$ cat config.mk
export PLATFORM = sky130hd
export DESIGN_NAME = i2c_eeprom_transfer_sequencer_flat
export DESIGN_NICKNAME = d
export VERILOG_FILES = /design/src/hdl/eets_pkg.sv /design/src/hdl/eets_if.sv /design/src/hdl/i2c_eeprom_transfer_sequencer.sv /design/src/flat_wrapper.sv
export SDC_FILE = /design/constraint.sdc
export NUM_CORES = 1
export LEC_CHECK = 0
export ABC_AREA = 1
export BUFFER_PORTS_ARGS = -buffer_cell sky130_fd_sc_hd__buf_2
export CAP_MARGIN = 30
export CELL_PAD_IN_SITES_DETAIL_PLACEMENT = 1
export CELL_PAD_IN_SITES_GLOBAL_PLACEMENT = 2
export CORE_AREA = 2 2 205 207
export DETAILED_ROUTE_END_ITERATION = 10
export DIE_AREA = 0 0 207 209
export GPL_TIMING_DRIVEN = 0
export PLACE_DENSITY = 0.88
export RECOVER_POWER = 50
export REMOVE_ABC_BUFFERS = 1
export SETUP_SLACK_MARGIN = 0.02
export SYNTH_ARGS = -nofsm -noshare
export SYNTH_HDL_FRONTEND = slang
export SYNTH_SLANG_ARGS = --single-unit
$ cat constraint.sdc
create_clock -name clock -period 15.2 [get_ports clock]
set_clock_uncertainty 0.2 [all_clocks]
set_input_delay 0.76 -clock clock [delete_from_list [all_inputs] [get_ports clock]]
set_output_delay 0.76 -clock clock [all_outputs]
set_load 0.1 [all_outputs]
$ cat src/hdl/eets_pkg.sv
`timescale 1ns / 1ps
// Shared types and constants for the I2C EEPROM transfer sequencer.
// No dependencies; used by the channel interfaces, the top level and the checker.
package eets_pkg;

   localparam int OP_W     = 3;
   localparam int KIND_W   = 3;
   localparam int FIELD_W  = 16;
   localparam int MADDR_W  = 15;
   localparam int DELAY_W  = 8;
   localparam int NAK_W    = 4;
   localparam int CSR_IDX_W = 2;
   localparam int CSR_DATA_W = 8;

   localparam logic [NAK_W-1:0]   RETRY_LIMIT_RST = 4'd10;
   localparam logic [DELAY_W-1:0] FIRST_DELAY_RST = 8'd2;
   localparam logic [DELAY_W-1:0] RETRY_DELAY_RST = 8'd1;
   localparam logic [NAK_W-1:0]   NAK_MAX         = 4'hF;

   typedef enum logic [OP_W-1:0] {
      OP_START_READ  = 3'd0,
      OP_START_WRITE = 3'd1,
      OP_POLL_RESULT = 3'd2,
      OP_WRITE_DONE  = 3'd3,
      OP_READ_DONE   = 3'd4
   } op_type;

   typedef enum logic [KIND_W-1:0] {
      KIND_IDLE     = 3'd0,
      KIND_POLL     = 3'd1,
      KIND_WRITE    = 3'd2,
      KIND_READ     = 3'd3,
      KIND_DONE_OK  = 3'd4,
      KIND_DONE_ERR = 3'd5,
      KIND_REJECTED = 3'd6
   } kind_type;

   typedef enum logic [CSR_IDX_W-1:0] {
      CSR_RETRY_LIMIT = 2'd0,
      CSR_FIRST_DELAY = 2'd1,
      CSR_RETRY_DELAY = 2'd2
   } csr_index_type;

endpackage

$ cat src/hdl/eets_if.sv
`timescale 1ns / 1ps
// Valid/ready channel interfaces for the sequencer: event requests in, results out.
// Depends on eets_pkg for field widths.
interface eets_req_if
   import eets_pkg::*;
   ();
   logic                 valid;
   logic                 ready;
   logic [OP_W-1:0]      op;
   logic [FIELD_W-1:0]   address;
   logic [FIELD_W-1:0]   length;
   logic                 ack;
   logic [FIELD_W-1:0]   count;

   modport source (output valid, op, address, length, ack, count, input ready);
   modport sink   (input valid, op, address, length, ack, count, output ready);
endinterface

interface eets_rsp_if
   import eets_pkg::*;
   ();
   logic                 valid;
   logic                 ready;
   logic [KIND_W-1:0]    kind;
   logic [MADDR_W-1:0]   mem_address;
   logic [FIELD_W-1:0]   xfer_length;
   logic [FIELD_W-1:0]   data_offset;
   logic [DELAY_W-1:0]   delay;
   logic                 last;

   modport source (output valid, kind, mem_address, xfer_length, data_offset, delay, last,
                   input ready);
   modport sink   (input valid, kind, mem_address, xfer_length, data_offset, delay, last,
                   output ready);
endinterface

$ cat src/hdl/i2c_eeprom_transfer_sequencer.sv
`timescale 1ns / 1ps
// Path: a request transfer is captured in the event register, and its result is then
// loaded into the result register, which drives the result channel.
// Throughput: one event per cycle while the sink takes results. A result held by a stalled
// sink blocks the event register, and the request side stalls once that register is full.
// Reset (synchronous, active high): job idle, all counters zero, registers at
// retry_limit 10, first_poll_delay 2, retry_poll_delay 1. MEM_BYTES and PAGE_BYTES
// are powers of two; the address wraps at MEM_BYTES.
module i2c_eeprom_transfer_sequencer
   import eets_pkg::*;
#(
   parameter int PAGE_BYTES = 64,
   parameter int MEM_BYTES  = 32768
) (
   input  logic                  clock,
   input  logic                  reset,
   eets_req_if.sink              req_bus,
   eets_rsp_if.source            rsp_bus,
   input  logic                  csr_we,
   input  logic [CSR_IDX_W-1:0]  csr_index,
   input  logic [CSR_DATA_W-1:0] csr_wdata
);

   localparam int ADDR_W = $clog2(MEM_BYTES);
   localparam int PAGE_W = $clog2(PAGE_BYTES);
   localparam int ROOM_W = PAGE_W + 1;

   // Bytes that fit from addr up to the next page edge, capped by what is left.
   function automatic logic [FIELD_W-1:0] chunk_len(input logic [ADDR_W-1:0] addr,
                                                     input logic [FIELD_W-1:0] left);
      logic [ROOM_W-1:0] room;
      room = ROOM_W'(PAGE_BYTES) - ROOM_W'(addr[PAGE_W-1:0]);
      return (left < FIELD_W'(room)) ? left : FIELD_W'(room);
   endfunction

   // ---------------- configuration registers ----------------
   logic [NAK_W-1:0]   retry_limit_ff;
   logic [DELAY_W-1:0] first_delay_ff;
   logic [DELAY_W-1:0] retry_delay_ff;

   always_ff @(posedge clock) begin
      if (reset) begin
         retry_limit_ff <= RETRY_LIMIT_RST;
         first_delay_ff <= FIRST_DELAY_RST;
         retry_delay_ff <= RETRY_DELAY_RST;
      end else if (csr_we) begin
         case (csr_index_type'(csr_index))
            CSR_RETRY_LIMIT: retry_limit_ff <= csr_wdata[NAK_W-1:0];
            CSR_FIRST_DELAY: first_delay_ff <= csr_wdata;
            CSR_RETRY_DELAY: retry_delay_ff <= csr_wdata;
            default: ;  // writes past the register list are dropped
         endcase
      end
   end

   // ---------------- event register ----------------
   logic                stg_valid_ff, stg_valid_in;
   logic [OP_W-1:0]     stg_op_ff;
   logic [FIELD_W-1:0]  stg_addr_ff;
   logic [FIELD_W-1:0]  stg_len_ff;
   logic                stg_ack_ff;
   logic [FIELD_W-1:0]  stg_cnt_ff;

   logic req_take;
   logic process;
   logic rsp_valid_ff, rsp_valid_in;

   // Retire the staged event when the result register can take its result.
   assign process     = stg_valid_ff && (!rsp_valid_ff || rsp_bus.ready);
   assign req_bus.ready = !stg_valid_ff || process;
   assign req_take    = req_bus.valid && req_bus.ready;

   always_comb begin
      stg_valid_in = stg_valid_ff;
      if (req_take)
         stg_valid_in = 1'b1;
      else if (process)
         stg_valid_in = 1'b0;
   end

   always_ff @(posedge clock) begin
      if (reset) begin
         stg_valid_ff <= 1'b0;
      end else begin
         stg_valid_ff <= stg_valid_in;
      end
   end

   always_ff @(posedge clock) begin
      if (req_take) begin
         stg_op_ff   <= req_bus.op;
         stg_addr_ff <= req_bus.address;
         stg_len_ff  <= req_bus.length;
         stg_ack_ff  <= req_bus.ack;
         stg_cnt_ff  <= req_bus.count;
      end
   end

   // ---------------- job state ----------------
   logic               busy_ff, busy_in;
   logic               dev_ready_ff, dev_ready_in;   // set by an acknowledged poll, cleared by a NAK or an issued write
   logic [ADDR_W-1:0]  cur_addr_ff, cur_addr_in;
   logic [FIELD_W-1:0] write_left_ff, write_left_in;
   logic [FIELD_W-1:0] read_left_ff, read_left_in;
   logic [FIELD_W-1:0] bytes_done_ff, bytes_done_in;
   logic [NAK_W-1:0]   nak_count_ff, nak_count_in;

   // Result of the staged event
   logic               emit;
   kind_type           res_kind;
   logic [MADDR_W-1:0] res_addr;
   logic [FIELD_W-1:0] res_len;
   logic [FIELD_W-1:0] res_off;
   logic [DELAY_W-1:0] res_delay;

   logic               do_advance;
   logic               do_poll;
   logic [DELAY_W-1:0] poll_delay;
   logic               do_finish;
   logic               finish_ok;
   logic [FIELD_W-1:0] moved;
   logic [FIELD_W-1:0] limit;
   logic [FIELD_W:0]   addr_sum;

   always_comb begin
      busy_in       = busy_ff;
      dev_ready_in  = dev_ready_ff;
      cur_addr_in   = cur_addr_ff;
      write_left_in = write_left_ff;
      read_left_in  = read_left_ff;
      bytes_done_in = bytes_done_ff;
      nak_count_in  = nak_count_ff;

      emit       = 1'b0;
      res_kind   = KIND_IDLE;
      res_addr   = '0;
      res_len    = '0;
      res_off    = '0;
      res_delay  = '0;
      do_advance = 1'b0;
      do_poll    = 1'b0;
      poll_delay = '0;
      do_finish  = 1'b0;
      finish_ok  = 1'b0;
      moved      = '0;
      limit      = '0;
      addr_sum   = '0;

      case (op_type'(stg_op_ff))
         OP_START_READ, OP_START_WRITE: begin
            if (busy_ff || ({1'b0, stg_addr_ff} >= (FIELD_W+1)'(MEM_BYTES))) begin
               emit     = 1'b1;
               res_kind = KIND_REJECTED;
            end else begin
               busy_in       = 1'b1;
               cur_addr_in   = stg_addr_ff[ADDR_W-1:0];
               nak_count_in  = '0;
               bytes_done_in = '0;
               write_left_in = (op_type'(stg_op_ff) == OP_START_WRITE) ? stg_len_ff : '0;
               read_left_in  = (op_type'(stg_op_ff) == OP_START_READ)  ? stg_len_ff : '0;
               do_advance    = 1'b1;
            end
         end
         OP_POLL_RESULT: begin
            if (busy_ff) begin
               if (stg_ack_ff) begin
                  dev_ready_in = 1'b1;
                  nak_count_in = '0;
                  do_advance   = 1'b1;
               end else begin
                  dev_ready_in = 1'b0;
                  if (nak_count_ff != NAK_MAX)
                     nak_count_in = nak_count_ff + NAK_W'(1);
                  if (nak_count_in < retry_limit_ff) begin
                     do_poll    = 1'b1;
                     poll_delay = retry_delay_ff;
                  end else begin
                     do_finish = 1'b1;
                  end
               end
            end
         end
         OP_WRITE_DONE, OP_READ_DONE: begin
            if (op_type'(stg_op_ff) == OP_WRITE_DONE)
               limit = chunk_len(cur_addr_ff, write_left_ff);
            else
               limit = read_left_ff;
            if (busy_ff && (limit != '0)) begin
               // Clip the moved count to what this transfer could carry.
               moved = (stg_cnt_ff > limit) ? limit : stg_cnt_ff;
               if (op_type'(stg_op_ff) == OP_WRITE_DONE)
                  write_left_in = write_left_ff - moved;
               else
                  read_left_in = read_left_ff - moved;
               bytes_done_in = bytes_done_ff + moved;
               addr_sum      = (FIELD_W+1)'(cur_addr_ff) + (FIELD_W+1)'(moved);
               cur_addr_in   = addr_sum[ADDR_W-1:0];
               if (((op_type'(stg_op_ff) == OP_WRITE_DONE) && (write_left_in == '0)) ||
                   ((op_type'(stg_op_ff) == OP_READ_DONE) && (read_left_in == '0))) begin
                  do_finish = 1'b1;
                  finish_ok = stg_ack_ff;
               end else if (stg_ack_ff) begin
                  do_advance = 1'b1;
               end else begin
                  // Transfer NAK: count it and re-poll without checking the limit.
                  dev_ready_in = 1'b0;
                  if (nak_count_ff != NAK_MAX)
                     nak_count_in = nak_count_ff + NAK_W'(1);
                  do_poll    = 1'b1;
                  poll_delay = retry_delay_ff;
               end
            end
         end
         default: ;  // stray event codes are dropped
      endcase

      // Issue the next transfer, poll first when the device has not acknowledged,
      // or close the job when nothing is left.
      if (do_advance) begin
         if (write_left_in != '0) begin
            if (dev_ready_in) begin
               dev_ready_in = 1'b0;
               emit     = 1'b1;
               res_kind = KIND_WRITE;
               res_addr = MADDR_W'(cur_addr_in);
               res_len  = chunk_len(cur_addr_in, write_left_in);
               res_off  = bytes_done_in;
            end else begin
               do_poll    = 1'b1;
               poll_delay = first_delay_ff;
            end
         end else if (read_left_in != '0) begin
            if (dev_ready_in) begin
               emit     = 1'b1;
               res_kind = KIND_READ;
               res_addr = MADDR_W'(cur_addr_in);
               res_len  = read_left_in;
               res_off  = bytes_done_in;
            end else begin
               do_poll    = 1'b1;
               poll_delay = first_delay_ff;
            end
         end else begin
            do_finish = 1'b1;
            finish_ok = 1'b1;
         end
      end

      if (do_poll) begin
         emit      = 1'b1;
         res_kind  = KIND_POLL;
         res_addr  = MADDR_W'(cur_addr_in);
         res_delay = poll_delay;
      end

      if (do_finish) begin
         busy_in       = 1'b0;
         write_left_in = '0;
         read_left_in  = '0;
         emit          = 1'b1;
         res_kind      = finish_ok ? KIND_DONE_OK : KIND_DONE_ERR;
         res_off       = bytes_done_in;
      end
   end

   always_ff @(posedge clock) begin
      if (reset) begin
         busy_ff       <= 1'b0;
         dev_ready_ff  <= 1'b0;
         cur_addr_ff   <= '0;
         write_left_ff <= '0;
         read_left_ff  <= '0;
         bytes_done_ff <= '0;
         nak_count_ff  <= '0;
      end else if (process) begin
         busy_ff       <= busy_in;
         dev_ready_ff  <= dev_ready_in;
         cur_addr_ff   <= cur_addr_in;
         write_left_ff <= write_left_in;
         read_left_ff  <= read_left_in;
         bytes_done_ff <= bytes_done_in;
         nak_count_ff  <= nak_count_in;
      end
   end

   // ---------------- result register ----------------
   logic [KIND_W-1:0]  rsp_kind_ff;
   logic [MADDR_W-1:0] rsp_addr_ff;
   logic [FIELD_W-1:0] rsp_len_ff;
   logic [FIELD_W-1:0] rsp_off_ff;
   logic [DELAY_W-1:0] rsp_delay_ff;

   always_comb begin
      rsp_valid_in = rsp_valid_ff;
      if (process && emit)
         rsp_valid_in = 1'b1;
      else if (rsp_bus.ready)
         rsp_valid_in = 1'b0;
   end

   always_ff @(posedge clock) begin
      if (reset) begin
         rsp_valid_ff <= 1'b0;
      end else begin
         rsp_valid_ff <= rsp_valid_in;
      end
   end

   // Hold the payload until a new result is loaded.
   always_ff @(posedge clock) begin
      if (process && emit) begin
         rsp_kind_ff  <= res_kind;
         rsp_addr_ff  <= res_addr;
         rsp_len_ff   <= res_len;
         rsp_off_ff   <= res_off;
         rsp_delay_ff <= res_delay;
      end
   end

   assign rsp_bus.valid       = rsp_valid_ff;
   assign rsp_bus.kind        = rsp_kind_ff;
   assign rsp_bus.mem_address = rsp_addr_ff;
   assign rsp_bus.xfer_length = rsp_len_ff;
   assign rsp_bus.data_offset = rsp_off_ff;
   assign rsp_bus.delay       = rsp_delay_ff;
   assign rsp_bus.last        = 1'b1;  // every event yields at most one result

endmodule

$ cat src/flat_wrapper.sv
// flat-port wrapper written by rule: the top's interface ports become plain ports
module i2c_eeprom_transfer_sequencer_flat import eets_pkg::*;
#(
   parameter int PAGE_BYTES = 64,
   parameter int MEM_BYTES  = 32768
)
  (clock, reset, csr_we, csr_index, csr_wdata, req_bus_valid, req_bus_op, req_bus_address, req_bus_length, req_bus_ack, req_bus_count, req_bus_ready, rsp_bus_valid, rsp_bus_kind, rsp_bus_mem_address, rsp_bus_xfer_length, rsp_bus_data_offset, rsp_bus_delay, rsp_bus_last, rsp_bus_ready);
  eets_req_if req_bus_i ();
  eets_rsp_if rsp_bus_i ();
  input  logic clock;
  input  logic reset;
  input  logic csr_we;
  input  logic [CSR_IDX_W-1:0] csr_index;
  input  logic [CSR_DATA_W-1:0] csr_wdata;
  input wire logic [$bits(req_bus_i.valid)-1:0] req_bus_valid;
  input wire logic [$bits(req_bus_i.op)-1:0] req_bus_op;
  input wire logic [$bits(req_bus_i.address)-1:0] req_bus_address;
  input wire logic [$bits(req_bus_i.length)-1:0] req_bus_length;
  input wire logic [$bits(req_bus_i.ack)-1:0] req_bus_ack;
  input wire logic [$bits(req_bus_i.count)-1:0] req_bus_count;
  output wire logic [$bits(req_bus_i.ready)-1:0] req_bus_ready;
  output wire logic [$bits(rsp_bus_i.valid)-1:0] rsp_bus_valid;
  output wire logic [$bits(rsp_bus_i.kind)-1:0] rsp_bus_kind;
  output wire logic [$bits(rsp_bus_i.mem_address)-1:0] rsp_bus_mem_address;
  output wire logic [$bits(rsp_bus_i.xfer_length)-1:0] rsp_bus_xfer_length;
  output wire logic [$bits(rsp_bus_i.data_offset)-1:0] rsp_bus_data_offset;
  output wire logic [$bits(rsp_bus_i.delay)-1:0] rsp_bus_delay;
  output wire logic [$bits(rsp_bus_i.last)-1:0] rsp_bus_last;
  input wire logic [$bits(rsp_bus_i.ready)-1:0] rsp_bus_ready;
  assign req_bus_i.valid = req_bus_valid;
  assign req_bus_i.op = req_bus_op;
  assign req_bus_i.address = req_bus_address;
  assign req_bus_i.length = req_bus_length;
  assign req_bus_i.ack = req_bus_ack;
  assign req_bus_i.count = req_bus_count;
  assign req_bus_ready = req_bus_i.ready;
  assign rsp_bus_valid = rsp_bus_i.valid;
  assign rsp_bus_kind = rsp_bus_i.kind;
  assign rsp_bus_mem_address = rsp_bus_i.mem_address;
  assign rsp_bus_xfer_length = rsp_bus_i.xfer_length;
  assign rsp_bus_data_offset = rsp_bus_i.data_offset;
  assign rsp_bus_delay = rsp_bus_i.delay;
  assign rsp_bus_last = rsp_bus_i.last;
  assign rsp_bus_i.ready = rsp_bus_ready;
  i2c_eeprom_transfer_sequencer #(.PAGE_BYTES(PAGE_BYTES), .MEM_BYTES(MEM_BYTES)) u_core (.clock(clock), .reset(reset), .req_bus(req_bus_i), .rsp_bus(rsp_bus_i), .csr_we(csr_we), .csr_index(csr_index), .csr_wdata(csr_wdata));
endmodule
==> impl_metrics.toml <==
[floorplanning]
core_area_mm2 = 0.04129
ios = 128
rows = 75
dieArea_mm2 = 0.04326
die_x_um = 207
die_y_um = 209
start_util = 0.3635

[yosys]
synth_top_family_by_area = "simple AND/OR/NAND/NOR gates"
synth_fa_ha_area_frac = 0.06269
synth-simple-area-share = 0.3056
yosys_warnings = 0
synth_area_per_cell_um2 = 6.971
yosysTopAreaCell = "edfxtp_1"
synth_top_area_frac = 0.2201
synthMuxAreaShare = 0
synth_area_mm2 = 0.01501
netlist_top_cells_area = "edfxtp_1 (22%), dfxtp_1 (12%), nand2_1 (12%)"
synth_xor_area_frac = 0.01226
synth_compound_area_frac = 0.1672
yosysSeqAreaShare = 0.3415
yosysUniqueCellTypes = 61
synthCells = 2153
ys_ff_latch = 201

[critical_path]
cp.arrival_ns = 10.19
end_kind = "flop"
required_ns = 15.29
reg2reg_slack_ns = 5.10
critPathMaxFanout = 30
crit_type = "flop to flop"
r2r_cells = 44
start_kind = "flop"
startpoint = "u_core.cur_addr_ff[1]$_SDFFE_PP0P_"
cp_slowest_cell = "o21ai_0"
r2r_end = "u_core.rsp_bus.xfer_length[6]$_SDFFCE_PN0P_"
path_common_cell = "nand3_1"
timing.rr.start = "u_core.cur_addr_ff[1]$_SDFFE_PP0P_"
slowest_delay_ns = 0.65

[clocking]
cts_resized = 0
cts_tree = "yes"
h-tree-depth = 1
cts-hold-fix-buffers = 0
numCtsBuffers = 26
cts-root-buf = "clkbuf_16"
postCtsSetupRepairBufs = 0
path_clk_slew_ns = 0.06
worst_skew_pair.late_latency_ns = 0.58
clock-sinks = 201
clockBufferDepth = 3

[placement]
io_buffers = 126
gp_congestion = 0.9444
dp_hpwl_mm = 43.18

[power]
p_leak_uw = 0.007602
powerDensity_mw_per_mm2 = 98.66
ir_drop_v = 0.00007205
p_total_uw = 1682

[hold_path]
worstHoldStart = "req_bus_count[9]"
hold_depth = 1
hold_end = "u_core.stg_cnt_ff[9]$_DFFE_PP_"
hp-class = "primary input to flop"

[timing]
rsz0062_at_grt = "false"
min_period_ns = 10.10
max_freq_ghz = 0.09899
finalSetupViolations = 0
hold_violations = 0
worst_pin_slew_ns = 2.242
period_share = 0.6646
relSlewSlack = -0.4944
fin_tns_setup_ns = 0
slew_viol_final = 99

[finish]
n_antenna_cell = 0
fillers = 5362
syn2layout_area_growth_pct = 13.59
nets = 2387
drive_above_1_share = 0.1024

[global_routing]
grt_max_degree = 77
grt.overflow.total = 0
antenna_found_initial = 0
grt_pass1_vias = 15540
grtUsageTotal = 0.2588
grt_pass1_wl_mm = 87.47

[drt]
antenna_left = 0
drc = 0
vias = 15250
wl_per_cell_um = 20.39
totalWireLength_mm = 57.20
drt-pass1-iter-count = 5
drtIter0Drc = 1048
vias_per_cell = 5.438

[job]
max-cap-violations = 3

[outcome]
outcome = "complete, but fails checks"
violations = "capacitance limit, slew limit"
## sequential cells by signal, indices dropped and copies added (netlist names), 8 cells and up
register	flops
u_core.write_left_ff	16
u_core.retry_delay_ff	8
u_core.first_delay_ff	8
u_core.rsp_bus.xfer_length	16
u_core.read_left_ff	16
u_core.rsp_bus.delay	8
u_core.cur_addr_ff	15
u_core.stg_addr_ff	16
u_core.rsp_bus.data_offset	16
u_core.bytes_done_ff	16
u_core.stg_len_ff	16
u_core.rsp_bus.mem_address	15
u_core.stg_cnt_ff	16
## kinds of logic (layout without fill, tap and decap cells)
logic type      after synthesis  count (layout)
simple gates               1011            1011
compound gates              428             428
buf+inv                     417             530
flops                       201             201
fa+ha+maj                    74              74
xor+xnor                     21              21
other cells                   1               1
## Yosys cell counts (all sizes together)
cell type / n
ha: 72
a32oi: 10
fa: 2
buf: 24
o21bai: 12
nand2: 520
a22oi: 16
o21a: 2
nand3: 215
xor2: 15
nand4: 29
o31ai: 2
xnor2: 6
nand3b: 9
a21boi: 3
nor3b: 1
a221oi: 8
a2bb2oi: 1
o21ai: 140
nor3: 18
a211oi: 7
and3: 1
nor4: 3
o211ai: 29
nor2: 208
a32o: 1
inv: 340
conb: 1
clkinv: 1
or2: 5
a21o: 1
o22ai: 24
edfxtp: 110
a2111oi: 1
dfxtp: 91
and2: 2
o32ai: 5
a31oi: 15
a21oi: 150
clkbuf: 52
o2bb2ai: 1
## where the power goes
group | switching (µW) | internal [µW] | leakage (µW) | total [µW]
sequential | 19.8 | 597 | 0.00178 | 617
clock | 262 | 398 | 0.000440 | 659
combinational | 290 | 117 | 0.00538 | 406
## layer usage
layer | track usage | vias up | share of wire
li1 | - | 7362 | -
met1 | 0.3293 | 7400 | 0.44
met2 | 0.4503 | 398 | 0.48
met3 | 0.03787 | 93 | 0.055
met4 | 0.08350 | 0 | 0.030
met5 | 0 | - | 0
## layout make-up
| class | count | area, µm² | area share |
|---|---|---|---|
| clock inverters | 15 | 197.7 | 0.01160 |
| multi-input cells | 1535 | 8268 | 0.4850 |
| well taps | 539 | 674.4 | 0.03956 |
| inverters | 341 | 1280 | 0.07508 |
| flip-flops and latches | 201 | 5125 | 0.3006 |
| repair buffers | 141 | 795.8 | 0.04668 |
| clock buffers | 33 | 706.9 | 0.04147 |
## metrics by stage
stage / setup slack, ns / area [µm²] / utilization / std cells / hold slack [ns]
after floorplan: 6.237 / 14630 / - / 2077 / 0.2297
after global placement: 1.003 / 15940 / 0.3859 / 2742 / 0.2398
after detailed placement: 5.076 / 16230 / 0.3932 / 2756 / 0.2495
after CTS: 5.030 / 17140 / 0.4151 / 2804 / 0.1372
after global routing: 3.985 / 17050 / 0.4129 / 2805 / 0.1470
final: 5.098 / 17050 / 0.4129 / 2805 / 0.1602
## how the worst max path moves through the flow
stage	to	slack, ns	depth (start not counted)
CTS	u_core.rsp_bus.xfer_length[5]$_SDFFCE_PN0P_	5.03	34
global route	u_core.rsp_bus.xfer_length[4]$_SDFFCE_PN0P_	3.98	44
finish	u_core.rsp_bus.xfer_length[6]$_SDFFCE_PN0P_	5.10	44
global placement	u_core.rsp_bus.xfer_length[3]$_SDFFCE_PN0P_	1.00	36
detailed placement	u_core.rsp_bus.xfer_length[5]$_SDFFCE_PN0P_	5.08	33
floorplan	u_core.rsp_bus.data_offset[0]$_DFFE_PP_	6.24	37
## critical path: cells and delay by family (launching register included)
kind	cells	cell delay, ns
buffers and inverters	6	0.82
adder cells (fa/ha/maj)	6	1.71
AO/OA/AOI/OAI	9	2.41
XOR/XNOR	1	0.23
AND/OR/NAND/NOR	22	4.09
flip-flops	1	0.38
## cell usage in the layout, fill, tap and decap left out, drive strengths merged, types with 3 or more instances in the layout
cell type  instances
edfxtp           110
o211ai            29
nand3            215
or2                5
a31oi             15
ha                72
o21ai            140
a21boi             3
nand4             29
a32oi             10
nand2            520
bufinv             4
a22oi             16
a211oi             7
clkinv             9
o22ai             24
xor2              15
a221oi             8
nor3              18
buf               71
dfxtp             91
o32ai              5
nand3b             9
o21bai            12
nor2             208
a21oi            150
inv              341
nor4               3
clkbuf           103
xnor2              6
No activity file was read; power rests on OpenSTA's default activity.
